`src/rtl/sql_pkg.sv`:
```
// ----------------------------------------------------------------------------
// sql_pkg: shared types and constants
// Sizes, request and status codes, and the structs passed between the cells,
// the reducer and the top level of the sorted list queue.
// ----------------------------------------------------------------------------
package sql_pkg;

  localparam int CAPACITY = 64;
  localparam int IDX_W    = $clog2(CAPACITY);
  localparam int CNT_W    = $clog2(CAPACITY + 1);

  localparam int KIND_W   = 2;
  localparam int VALUE_W  = 32;
  localparam int POS_W    = 6;
  localparam int STATUS_W = 2;
  localparam int COUNT_W  = 7;

  localparam int RED_FAN  = 8;

  function automatic int reduce_steps(input int n);
    int rem;
    int steps;
    rem   = n;
    steps = 0;
    while (rem > 1) begin
      rem   = (rem + RED_FAN - 1) / RED_FAN;
      steps = steps + 1;
    end
    return (steps < 1) ? 1 : steps;
  endfunction

  localparam int REDUCE_STEPS = reduce_steps(CAPACITY);
  localparam int STEP_W       = $clog2(REDUCE_STEPS + 1);

  typedef enum logic [KIND_W-1:0] {
    KIND_INSERT  = 2'd0,
    KIND_POP_MIN = 2'd1,
    KIND_POP_MAX = 2'd2,
    KIND_SEARCH  = 2'd3
  } kind_t;

  typedef enum logic [STATUS_W-1:0] {
    ST_OK    = 2'd0,
    ST_EMPTY = 2'd1,
    ST_FULL  = 2'd2,
    ST_MISS  = 2'd3
  } status_t;

  typedef enum logic {
    S_IDLE,
    S_REDUCE
  } sql_state_t;

  // broadcast to every cell
  typedef struct packed {
    logic                      ins;
    logic                      pop_min;
    logic                      max;
    logic                      srch;
    logic signed [VALUE_W-1:0] key;
    logic        [CNT_W-1:0]   cnt;
  } cell_cmd_t;

  // one-hot contribution of a cell to the reduction
  typedef struct packed {
    logic                      hit;
    logic        [IDX_W-1:0]   pos;
    logic signed [VALUE_W-1:0] data;
  } red_t;

  localparam int RED_W = $bits(red_t);

  typedef struct packed {
    logic signed [VALUE_W-1:0] data;
    logic        [POS_W-1:0]   position;
    status_t                   status;
    logic        [COUNT_W-1:0] count;
  } result_t;

endpackage

```
`src/rtl/sql_cell.sv`:
```
// ----------------------------------------------------------------------------
// sql_cell: one slot of the sorted row
// Holds one entry, compares it with the key and shifts with its neighbours.
// ----------------------------------------------------------------------------
module sql_cell import sql_pkg::*; (
  input  logic                      clk,
  input  cell_cmd_t                 cmd_i,
  input  logic        [IDX_W-1:0]   idx_i,
  input  logic signed [VALUE_W-1:0] left_entry_i,
  input  logic                      left_lt_i,
  input  logic signed [VALUE_W-1:0] right_entry_i,
  output logic signed [VALUE_W-1:0] entry_o,
  output logic                      lt_o,
  output red_t                      red_o
);

  logic signed [VALUE_W-1:0] entry_r, entry_nxt;
  logic valid, below, eq, last;

  assign valid = CNT_W'(idx_i) < cmd_i.cnt;
  assign below = valid && (entry_r < cmd_i.key);
  assign eq    = valid && (entry_r == cmd_i.key);
  assign last  = (CNT_W'(idx_i) + CNT_W'(1)) == cmd_i.cnt;

  always_comb begin
    priority if (cmd_i.ins) begin
      priority if (below) begin
        entry_nxt = entry_r;
      end else if (left_lt_i) begin
        entry_nxt = cmd_i.key;
      end else begin
        entry_nxt = left_entry_i;
      end
    end else if (cmd_i.pop_min) begin
      entry_nxt = right_entry_i;
    end else begin
      entry_nxt = entry_r;
    end
  end

  always_ff @(posedge clk) begin
    entry_r <= entry_nxt;
  end

  // pop largest: last entry; search: first match, equal here, strictly smaller on left
  always_comb begin
    red_o = '0;
    if (cmd_i.max && last) begin
      red_o.hit  = 1'b1;
      red_o.data = entry_r;
    end else if (cmd_i.srch && eq && left_lt_i) begin
      red_o.hit = 1'b1;
      red_o.pos = idx_i;
    end
  end

  assign entry_o = entry_r;
  assign lt_o    = below;

endmodule

```
`config.mk`:
```
export PLATFORM = sky130hd
export DESIGN_NAME = sql_cell
export DESIGN_NICKNAME = d
export VERILOG_FILES = /design/src/rtl/sql_pkg.sv /design/src/rtl/sql_cell.sv
export SDC_FILE = /design/constraint.sdc
export NUM_CORES = 1
export LEC_CHECK = 0
export ABC_AREA = 0
export ABC_CLOCK_PERIOD_IN_PS = 5500
export CORE_MARGIN = 4
export CORE_UTILIZATION = 30
export CTS_CLUSTER_SIZE = 16
export DETAILED_ROUTE_END_ITERATION = 16
export DONT_BUFFER_PORTS = 1
export GPL_TIMING_DRIVEN = 0
export HOLD_SLACK_MARGIN = 0.06
export PLACE_DENSITY = 0.47
export SLEW_MARGIN = 20
export SYNTH_ARGS = -nofsm -noshare
export SYNTH_HDL_FRONTEND = slang
export SYNTH_SLANG_ARGS = --single-unit
export TNS_END_PERCENT = 50
```
`constraint.sdc`:
```
create_clock -name clk -period 5.5 [get_ports clk]
set_input_delay 1.65 -clock clk [delete_from_list [all_inputs] [get_ports clk]]
set_output_delay 1.65 -clock clk [all_outputs]
set_load 0.1 [all_outputs]
```
==> flow_results.org, run 1 <==
** Clock tree
- The tree is rooted in a clkbuf_8.
- CTS tree :: yes
- Max Root-Sink Buffers :: 2
- The clock drives 32 sinks.
- Total clock buffers created by CTS :: 5
- H-tree depth reported by CTS :: 2
- Number of buffers inserted by hold repair at cts :: 0
- Clock-pin slew was measured on the worst setup and hold paths at 80 ps.
- The clock reaches the later pin of the worst-skew pair after 290 ps.
- After clock tree synthesis, the setup repair step added 0 buffers.

** Routing
- Average vias per placed instance :: 5.06
- Vias after detailed routing :: 2474
- Once detail routing completed, the nets flagged for antenna violations numbered 0.
- First-pass detailed-route iteration total :: 4
- Detailed Route Iter0 Violations :: 54
- Aggregate routed wire length :: 8.92 mm
- Number of remaining DRC errors :: 0
- Average detailed-routed wire length per instance :: 18.2 µm

** Critical path
- Endpoint type of the worst setup path :: output pin
- Traced cell by cell, the critical path runs through inv_1 > ha_1 > nand4_1 > nor3_1 > nand3_1 > nor2_1 > and3b_2.
- For the worst setup path, the data arrival time is 3700 ps.
- Reg2Reg Capture Point :: entry_o[23]$_DFFE_PP_
- Of all nets on the critical path, the largest fanout is 6.
- R2r setup slk :: 1760 ps
- Max stage delay on crit path :: 580 ps
- The worst setup path is launched from an input port.
- Launching point of the worst reg2reg path :: entry_o[23]$_DFFE_PP_
- The critical path starts at cmd_i[37].
- Measured in cells, the most critical reg-to-reg path has a length of 8.
- The slowest stage of the critical path belongs to the cell and3b_2.
- STA puts the critical path data required time at 3850 ps.
- Critical path type :: input port to output pin

** GRT
- The first global-routing pass estimated 12.9 mm of wire.
- For this run, the total global-route usage over all layers was measured as 0.141.
- Number of antenna violations at the first check in global routing :: 0
- GR met1 Demand/Resource :: 0.180
- Pin count of the biggest net entering global routing :: 18
- Vias in the first global route :: 2546
- After global routing, the most crowded layer is met2.
- Global-route met2 utilization :: 0.243
- After global routing the overflow that remains totals 0.
- In the global route stage, met3 resource usage came out at 0.0308.

** Floorplan
- The die is 109 µm wide.
- For this configuration, the core starts out at a cell density of 0.310.
- After floorplanning, the core was divided into 36 placement rows.
- Core box area :: 0.00982 mm²
- The die covers 0.0118 mm².
- DIE HEIGHT :: 109 µm
- Count of boundary I/O pins :: 187

** Yosys
- The share of the Yosys chip area taken by registers is 0.316.
- Most frequently used cell type in the post-synthesis netlist :: a21oi_1
- After synthesis, the cell types taking the most area are edfxtp_1 (32%), ha_1 (16%), mux2i_1 (11%), a21oi_1 (7.7%), and2_1 (6.6%).
- In this run the mean area of a mapped cell was 8.79 µm².
- Synthesis produced 346 cells.
- edfxtp_1 takes more of the synthesized area than any other cell.
- Synth Net Count :: 500
- During synthesis, Yosys emitted a total of 0 warnings.
- The netlist uses 36 different library cells.
- Cell types with the highest counts after synthesis :: a21oi_1 (47), inv_1 (40), ha_1 (39), nor2_1 (38)
- Area share of the largest cell type after synthesis :: 0.316
- Post-synth top flop :: edfxtp_1
- Counting flops with a built-in enable in the synthesized netlist gives 32.
- Proportion of synthesized flip-flops having asynchronous set or reset :: 0
- The cell area that synthesis handed to floorplanning was 0.00304 mm².
- Synthesis-stage register bit count :: 32

** Pwr
- Static Leakage :: 0.00155 µW
- Clock network fraction of design power :: 0.226
- Total power per unit cell area :: 295 mW/mm²
- Switching power of the nets :: 488 µW
- The share of total power dissipated in sequential elements is 0.561.
- Of the total power, the share spent switching nets is 0.479.
- Combinational fraction of design power :: 0.213
- P_int :: 531 µW
- IR analysis of the VDD net gives a maximum drop of 0.000128 V.

** Finish
- 0 antenna diodes ended up in the layout.
- The register with the most flip-flops in the layout has 32 of them.
- Fill count :: 1051
- From synthesis to final layout, the design area changed by 13.4%.
- The finished cells cover 0.00345 mm².
- Of the cells placed in the final design, the portion with a size suffix greater than 1 is 0.160.
- Post-Route Utilization :: 0.351
- Nets@finish :: 509

** STA
- The max-slew violation count was 0.
- Setup violations remaining at the end of the flow were counted as 0.
- Setup repair after global routing could not meet its margin everywhere.
- Share of the clock period used by the worst path after layout :: 0.972
- Relative slew margins :: 0.342
- Clock skew :: 14.2 ps
- Top achievable clock speed :: 0.187 GHz
- Tightest hold margin :: 1600 ps
- The count of endpoints failing hold in the final timing report is 0.
- Setup ws final :: 153 ps
- Clock period minus final worst setup slack :: 5350 ps
- At the pin with the least slew margin, the transition time is 986 ps.

** Worst hold path
- The worst hold path was traced through 2 stages.
- The path with the worst hold slack has its endpoint at entry_o[16]$_DFFE_PP_.
- In this run the worst hold path is classified as input port to register.
- Worst hold path startpoint :: right_entry_i[16]

** Placement
- OpenSTA, run right after detailed placement, puts the worst setup slack at -218 ps.
- DP HPWL :: 7.44 mm
- After detailed placement, the total cell area comes to 0.00329 mm².
- During placement, the flow inserted port buffers numbering 0.
- Weighted congestion at the end of routability-driven global placement :: 0.732

** Run status
- Status :: finished clean

** Flow run
- Number of violations of the max-capacitance limit :: 0
## cell type report
cell class / instances / area, µm² / area share
multi-input cells: 259 / 1940 / 0.562
flip-flops and latches: 32 / 961 / 0.278
well taps: 133 / 166 / 0.0482
inverters: 40 / 150 / 0.0435
plain buffers: 15 / 73.8 / 0.0214
clock buffers: 5 / 68.8 / 0.0199
repair buffers: 2 / 55.1 / 0.0160
clock inverters: 3 / 37.5 / 0.0109
## per-layer routing
layer  wire, µm  up-vias
met5          0        -
met3        653        4
met4         72        0
li1           -     1230
met1       3750     1139
met2       4440      101
## power by group through the flow
| stage | sequential (µW) | combinational (µW) | clock (µW) |
|---|---|---|---|
| after floorplan | 568 | 164 | 0 |
| after global placement | 582 | 204 | 0 |
| after detailed placement | 578 | 218 | 0 |
| after CTS | 573 | 220 | 240 |
| after global routing | 576 | 250 | 249 |
| final | 572 | 217 | 230 |
## stage by stage
| stage | setup TNS (ps) | cells | total power (µW) |
|---|---|---|---|
| after floorplan | 0 | 346 | 732 |
| after global placement | -36690 | 479 | 786 |
| after detailed placement | -3440 | 481 | 797 |
| after CTS | 0 | 489 | 1030 |
| after global routing | -122 | 489 | 1070 |
| final | 0 | 489 | 1020 |
## worst max-delay path by stage
stage,end,cells after the start
floorplan,red_o[21],8
global placement,entry_o[11]$_DFFE_PP_,8
detailed placement,lt_o,8
CTS,red_o[0],7
global route,red_o[33],7
finish,red_o[36],7
## logic make-up (layout without fill, tap and decap cells)
family,count (synthesis),in the layout,share of synthesized area
simple gates,112,112,0.199
buf+inv,55,65,0.0736
xor+xnor,8,8,0.0230
mux,32,32,0.105
compound gates,68,68,0.123
fa+ha+maj,39,39,0.160
flops,32,32,0.316
## cell usage in the layout, fill, tap and decap left out, types with 2 or more instances in the layout
master	synthesis	routed
a21o_1	2	2
edfxtp_1	32	32
xor2_1	2	2
o21ai_0	8	7
nand3_1	5	5
buf_16	0	2
a21oi_1	47	47
ha_1	39	39
a211oi_1	4	4
and3_1	3	3
clkinv_1	0	2
buf_2	3	3
nand2_1	6	6
clkbuf_1	8	8
o211ai_1	2	2
nor4_1	3	2
and2_2	0	32
nand4_1	7	7
nor2b_1	4	4
xnor2_1	6	6
o2111ai_1	2	2
clkbuf_2	2	2
inv_1	40	40
nor3_1	2	2
nor2_1	38	38
mux2i_1	32	32
and3b_2	0	5
clkbuf_8	0	5
## worst max-delay path, delay by kind of cell
family                     cells  cell delay (ps)
adders and majority gates      1              310
buffers and inverters          1               30
and+or+nand+nor                5             1700
## what timing repair did
| action | CTS | global route |
|---|---|---|
| hold endpoints to repair | 0 | 0 |
| gates resized for setup | 36 | 4 |
| setup endpoints to repair | 36 | 8 |
Power figures use the tool's default switching activity.
==> run 2, diff against run 1 <==
Settings changed: CORE_UTILIZATION 30 to 65, PLACE_DENSITY 0.47 to 0.84.
==> flow_results.org, run 2 (synthesized netlist as in run 1, its figures left out) <==
** Run status
- Status :: finished clean

** Finish
- The flip-flop and latch area was 961 µm² (unchanged).
- Antenna Diode Count :: 0 (unchanged)
- Non-filler cells, final :: 407 (-17%)
- Nets@finish :: 509 (unchanged)
- The area of the multi-input gates was 0.00194 mm² (-0.13%).
- The layout cell share with drive strength beyond 1 came to 0.158 (-0.00237).
- Synthesis-to-layout area growth :: 9.00%
- Most common cell after layout, fill and taps aside :: a21oi_1
- Commonest cells after routing, fill and taps aside :: a21oi_1 (47), inv_1 (40), ha_1 (39)
- The number of flip-flops under the largest register name was 32 (unchanged).
- The count of fill cells added during filler insertion was 339 (-68%).
- The finished layout cell area was 0.00332 mm² (-3.9%).

** Floorplan
- Core box area :: 0.00444 mm² (-55%)
- # rows :: 24 (-33%)
- The chip width is 76.4 µm (-30%).
- The y dimension of the die was 76.4 µm (-30%).
- The total I/O pin count was 187 (unchanged).
- The initial core utilization was 0.685 (+0.375).
- Area enclosed by the die boundary :: 0.00584 mm² (-51%)

** Pwr
- The leakage power of the design was 0.00154 µW (-0.90%).
- The ratio of total power to cell area came to 287 mW/mm² (-2.8%).
- Worst vdd rail ir drop :: 0.000210 V (+65%)

** Clock tree
- CTS placed an instance of clkbuf_8 at the clock tree root.
- Max Root-Sink Buffers :: 2 (unchanged)
- The total of hold buffers inserted after clock tree synthesis came to 0 (unchanged).
- Clock tree sinks :: 32 (unchanged)
- H-tree depth reported by CTS :: 2 (unchanged)
- The clock network latency to the later pin of the worst-skew pair came to 280 ps (about the same).
- TritonCTS built the clock tree.
- Clk pin slew, worst setup/hold paths :: 60 ps (-20 ps)
- Total clock buffers created by CTS :: 5 (unchanged)
- The number of post-CTS setup repair buffers came to 0 (unchanged).

** Critical path
- Critical path type :: input port to output pin
- The worst stage delay on the critical path was 600 ps (+20 ps).
- The sum of buffers and inverters on the critical path came to 1 (unchanged).
- Maximum fanout along the worst path :: 3 (-3)
- The data arrival time at the worst-slack endpoint was 3740 ps (+40 ps).
- Cell family with most CP delay :: compound AO/OA/AOI/OAI gates
- Walking the worst path, the cells encountered are inv_1 > ha_1 > a21oi_1 > o21ai_0 > a211oi_1 > a41oi_1 > o21ai_0 > and3b_2.
- STA classifies the critical path endpoint as an output pin.
- The critical path data required time was 3850 ps (about the same).
- R2r setup slk :: 1910 ps (+150 ps)
- The worst setup path is launched from an input port.
- Cell repeated most along the worst path :: o21ai_0
- Critical-path cell with the highest stage delay :: and3b_2

** GRT
- The leftover overflow at the end of global routing came to 0 (unchanged).
- Global-route wire length before repair :: 12.6 mm (-2.0%)
- Global routing usage summed across all routing layers :: 0.269 (+0.127)
- The number of antenna violations at the first check in global routing is 0 (unchanged).
- The pin count of the biggest net entering global routing came to 21 (+3).
- Vias in the first global route :: 2615 (+2.7%)

** Routing
- The sum of met3 wire segment lengths after detailed routing was 679 µm (+4.0%).
- First-pass detailed-route iteration total :: 4 (unchanged)
- Detailed Route Iter0 Violations :: 97 (+80%)
- Average vias per placed instance :: 6.22 (+23%)
- The average wire per cell in the routed design is 19.8 µm (+8.6%).
- The total met2 wirelength after detailed routing was 4.22 mm (-5.0%).
- The count of nets left with antenna violations after detail routing is 0 (unchanged).
- Uppermost layer routed :: met4
- The total via count after detailed routing came to 2531 (+2.3%).
- Met1 routed wirelength after detailed routing :: 3.08 mm (-18%)
- Number of remaining DRC errors :: 0 (unchanged)
- The sum of routed wire length over all layers is 8.06 mm (-9.6%).

** STA
- Setup repair after global routing missed its margin :: true
- Number of slew-limit violations in the final report :: 0 (unchanged)
- Setup ws final :: 114 ps (-38.8 ps)
- The final-report setup violation count is 0 (unchanged).
- Relative slew margins :: 0.332 (-0.0100)
- The count of endpoints failing hold in the final timing report came to 0 (unchanged).
- Share of the clock period used by the worst path after layout :: 0.979 (+0.00706)
- The largest clock skew in the final design was 5.51 ps (-8.66 ps).
- Top achievable clock speed :: 0.186 GHz (-0.72%)
- Clock period minus final worst setup slack :: 5390 ps (+38.8 ps)
- The worst-margin pin slew was 1000 ps (+15.0 ps).

** Placement
- The total of buffers placed on input and output ports is 0 (unchanged).
- The HPWL after detailed placement was 6.58 mm (-12%).
- Number of instances in the placed design :: 400 (-17%)
- Weighted congestion at the end of routability-driven global placement :: 0.884 (+21%)
- The placed standard-cell area was 0.00319 mm² (-3.1%).
- The pre-CTS setup slack was -178 ps (+40.5 ps).

** Flow run
- The number of maximum-capacitance constraint violations was 0 (unchanged).

** Worst hold path
- The path class of the tightest hold or removal check is input port to register.
==> run 2: stage by stage <==
stage	hold WS, ps	total power (µW)	setup TNS (ps)	util
floorplan	1880	732	0	-
global placement	1880	773	-15060	0.703
detailed placement	1890	791	-1460	0.718
CTS	1600	954	0	0.746
global route	1600	1000	-1.96	0.746
finish	1610	952	0	0.746
==> run 2: cell type report <==
class / count / share of cell area
Clock buffer: 5 / 0.0207
Inverter: 40 / 0.0453
Buffer: 15 / 0.0223
Multi-Input combinational cell: 259 / 0.584
Clock inverter: 2 / 0.00226
Sequential cell: 32 / 0.290
Timing Repair Buffer: 2 / 0.0166
Tap cell: 52 / 0.0196
==> run 2: routing by layer <==
metal  vias up  GRT usage
li1       1234          -
met5         -          0
met3         9     0.0768
met2       128      0.492
met1      1160      0.305
met4         0     0.0688
==> run 2: final timing paths <==
path / start / endpoint / cells after the start
min: right_entry_i[16] / entry_o[16]$_DFFE_PP_ / 2
max reg2reg: entry_o[23]$_DFFE_PP_ / entry_o[14]$_DFFE_PP_ / 8
min reg2reg: entry_o[31]$_DFFE_PP_ / entry_o[0]$_DFFE_PP_ / 3
max: cmd_i[30] / lt_o / 8
==> run 2: what timing repair did <==
| item | CTS | global route |
|---|---|---|
| resized for setup | 36 | 2 |
| pin swaps | 0 | 0 |
| setup endpoints to repair | 36 | 3 |
==> run 2: power breakdown <==
part	internal (µW)	switching [µW]	total (µW)
logic	82.7	132	215
clock network	83.4	81.3	165
registers	315	258	573
total	481	471	952
==> run 3, diff against run 2 <==
Settings changed: CELL_PAD_IN_SITES_DETAIL_PLACEMENT set to 1, CELL_PAD_IN_SITES_GLOBAL_PLACEMENT set to 2, CORE_UTILIZATION 65 to 30, PLACE_DENSITY 0.84 to 0.75.
==> flow_results.org, run 3 (synthesized netlist as in run 1, its figures left out) <==
** Floorplan
- Count of boundary I/O pins :: 187 (unchanged)
- Area enclosed by the die boundary :: 0.0118 mm² (+100%)
- # rows :: 36 (+50%)
- The initial core utilization came to 0.310 (-0.375).
- The y dimension of the die is 109 µm (+42%).
- Core box area :: 0.00982 mm² (+120%)
- The chip width was 109 µm (+42%).

** Clock tree
- Total clock buffers created by CTS :: 5 (unchanged)
- Number of buffers inserted by hold repair at cts :: 0 (unchanged)
- CTS tree :: yes
- H-tree depth reported by CTS :: 2 (unchanged)
- Clock Root Buffer :: clkbuf_8
- Max Root-Sink Buffers :: 2 (unchanged)
- Clock tree sinks :: 32 (unchanged)
- The clock-pin transition on the worst setup and hold timing paths is 80 ps (+20 ps).
- Insertion delay to the later sink of the worst-skew pair :: 300 ps (+20 ps)

** STA
- The share of the clock period used by the worst path is 0.965 (-0.0146).
- The final-report setup violation count was 0 (unchanged).
- The max-slew violation count came to 0 (unchanged).
- The maximum clock frequency is 0.188 GHz (+1.5%).
- The setup slack of the critical path after layout came to 194 ps (+80.3 ps).
- The count of endpoints failing hold in the final timing report is 0 (unchanged).
- The largest clock skew in the final design is 15.5 ps (+9.96 ps).
- Clock period minus final worst setup slack :: 5310 ps (-80.3 ps)
- The headroom to the max-slew limit came to 0.347 (+0.0148).
- Slew at the pin with the worst max-slew slack :: 979 ps (-22.2 ps)
- Setup repair after global routing missed its margin :: true

** Flow run
- Number of violations of the max-capacitance limit :: 0 (unchanged)

** GRT
- Total global routing overflow :: 0 (unchanged)
- Global-route met2 utilization :: 0.287 (-0.205)
- Global routing usage summed across all routing layers :: 0.160 (-0.109)
- Pin count of the biggest net entering global routing :: 21 (unchanged)
- Global-route wire length before repair :: 14.7 mm (+16%)
- In this run the most used layer during global routing was met2.
- The global routing met1 resource utilization is 0.200 (-0.105).
- The met3 layer usage reported by global route came to 0.0296 (-0.0472).
- Number of antenna violations at the first check in global routing :: 0 (unchanged)
- Vias in the first global route :: 2824 (+8.0%)

** Finish
- The antenna diode count is 0 (unchanged).
- The final net count came to 509 (unchanged).
- Share of cells above drive strength 1 :: 0.163 (+0.00517)
- The area growth from synthesis to layout is 12.8%.
- Fill count :: 1192 (+250%)
- Commonest cells after routing, fill and taps aside :: a21oi_1 (47), inv_1 (40), ha_1 (39)
- The number of flip-flops under the largest register name is 32 (unchanged).
- The library cell used most frequently in the layout, excluding fill and tap cells, is a21oi_1.

** Pwr
- The cell-internal power came to 487 µW (+1.3%).
- Switching power of the nets :: 493 µW (+4.6%)
- Combinational fraction of design power :: 0.226 (about the same)
- Total power per unit cell area :: 286 mW/mm² (-0.57%)
- Sequential share of power :: 0.583 (-0.018)
- Worst vdd rail ir drop :: 0.0000998 V (-53%)
- The overall power after layout is 980 µW (+2.9%).
- The relative contribution of the clock network to total power was 0.191 (+0.018).
- Static Leakage :: 0.00152 µW (-1.1%)
- The switching power as a share of total power was 0.503 (+0.00812).

** Critical path
- Startpoint type of the worst setup path :: input port
- Cell family with most CP delay :: simple AND/OR/NAND/NOR gates
- Critical-path cell with the highest stage delay :: and2_2
- The critical path data required time is 3850 ps (about the same).
- Maximum fanout along the worst path :: 10 (+7)
- The critical path in this run is classified as input port to output pin.
- Critical path arrival :: 3660 ps (-80 ps)
- Reg2Reg Capture Point :: entry_o[19]$_DFFE_PP_
- Number of buffers and inverters on the critical path :: 2 (+1)
- Traced cell by cell, the critical path runs through ha_1 > xor2_1 > nor3b_1 > o2111ai_1 > nor3_2 > buf_4 > buf_6 > and2_2.
- The worst stage delay on the critical path is 480 ps (-120 ps).
- The internal reg-to-reg setup slack is 1800 ps (-110 ps).
- Launching point of the worst reg2reg path :: entry_o[23]$_DFFE_PP_
- Endpoint type of the worst setup path :: output pin
- Length in cells of the worst reg-to-reg path :: 8 (unchanged)

** Routing
- The total via count after detailed routing is 2574 (+1.7%).
- The count of unresolved DRC violations after routing was 0 (unchanged).
- Average detailed-routed wire length per instance :: 19.7 µm (-0.32%)
- Detailed Route Iter0 Violations :: 105 (+8.2%)
- The detail-routed via count per cell is 5.26 (-15%).
- Remaining antenna violation count after routing :: 0 (unchanged)
- Aggregate routed wire length :: 9.65 mm (+20%)
- The number of detailed-routing iterations run before antenna repair came to 4 (unchanged).

** Placement
- The HPWL after detailed placement was 8.11 mm (+23%).
- Number of port buffers :: 0 (unchanged)
- Worst setup slack after placement :: -223 ps (-44.8 ps)
- The final weighted congestion of routability-driven global placement is 0.708 (-20%).

** Worst hold path
- In this run the most critical hold path is launched from right_entry_i[4].
- Terminating pin of the worst hold path :: entry_o[4]$_DFFE_PP_
- The cell depth of the worst hold path is 2 (unchanged).
- Worst hold path type :: input port to register

** Run status
- The run finished with clean final reports.
==> run 3: cell count changes in the layout (fill, tap and decap cells not counted), sizes merged <==
cell,delta
clkbuf,+1
clkinv,-1
clkinvlp,+1
==> run 3: area by class of cell <==
type | instances | area [µm²] | share of cell area
clock buffer | 6 | 72.6 | 0.0211
buffer | 15 | 73.8 | 0.0215
inverter | 40 | 150 | 0.0437
timing repair buffer | 2 | 42.5 | 0.0124
sequential | 32 | 961 | 0.280
clock inverter | 2 | 11.3 | 0.00328
tap | 133 | 166 | 0.0485
multi-input combinational | 259 | 1960 | 0.570
==> run 3: layer usage <==
metal	up-vias	routed length (µm)
li1	1240	-
met3	5	649
met2	102	4950
met5	-	0
met1	1227	3980
met4	0	78
==> run 3: how the worst max path moves through the flow <==
stage / startpoint / to / slack (ps) / cells after the start
after floorplan: idx_i[0] / red_o[21] / 210 / 8
after global placement: cmd_i[30] / entry_o[15]$_DFFE_PP_ / -1020 / 8
after detailed placement: cmd_i[38] / red_o[33] / -220 / 7
after CTS: cmd_i[30] / lt_o / 60 / 8
after global routing: idx_i[0] / red_o[27] / -30 / 8
final: idx_i[0] / red_o[30] / 190 / 8
==> run 3: metrics by stage <==
| step | hold WS [ps] | setup TNS [ps] | instances | instance area (µm²) | util |
|---|---|---|---|---|---|
| 6_report | 1580 | 0 | 489 | 3430 | 0.350 |
| 5_1_grt | 1590 | -262 | 489 | 3430 | 0.350 |
| 4_1_cts | 1570 | 0 | 489 | 3410 | 0.348 |
| 3_5_place_dp | 1890 | -5800 | 481 | 3280 | 0.334 |
| 3_3_place_gp | 1880 | -36580 | 479 | 3220 | 0.328 |
| 2_1_floorplan | 1880 | 0 | 346 | 3060 | - |
==> run 3: power groups by stage <==
stage	Clock, µW	Sequential, µW	Combinational, µW
after global placement	0	581	204
after detailed placement	0	578	223
after global routing	207	577	255
final	187	571	222
after floorplan	0	568	164
after CTS	199	573	225
==> run 3: timing repair <==
action	CTS	global route
endpoints found under the setup margin	38	19
gates cloned	0	0
setup buffers	0	0
endpoints found under the hold margin	0	0
resized for setup	38	9
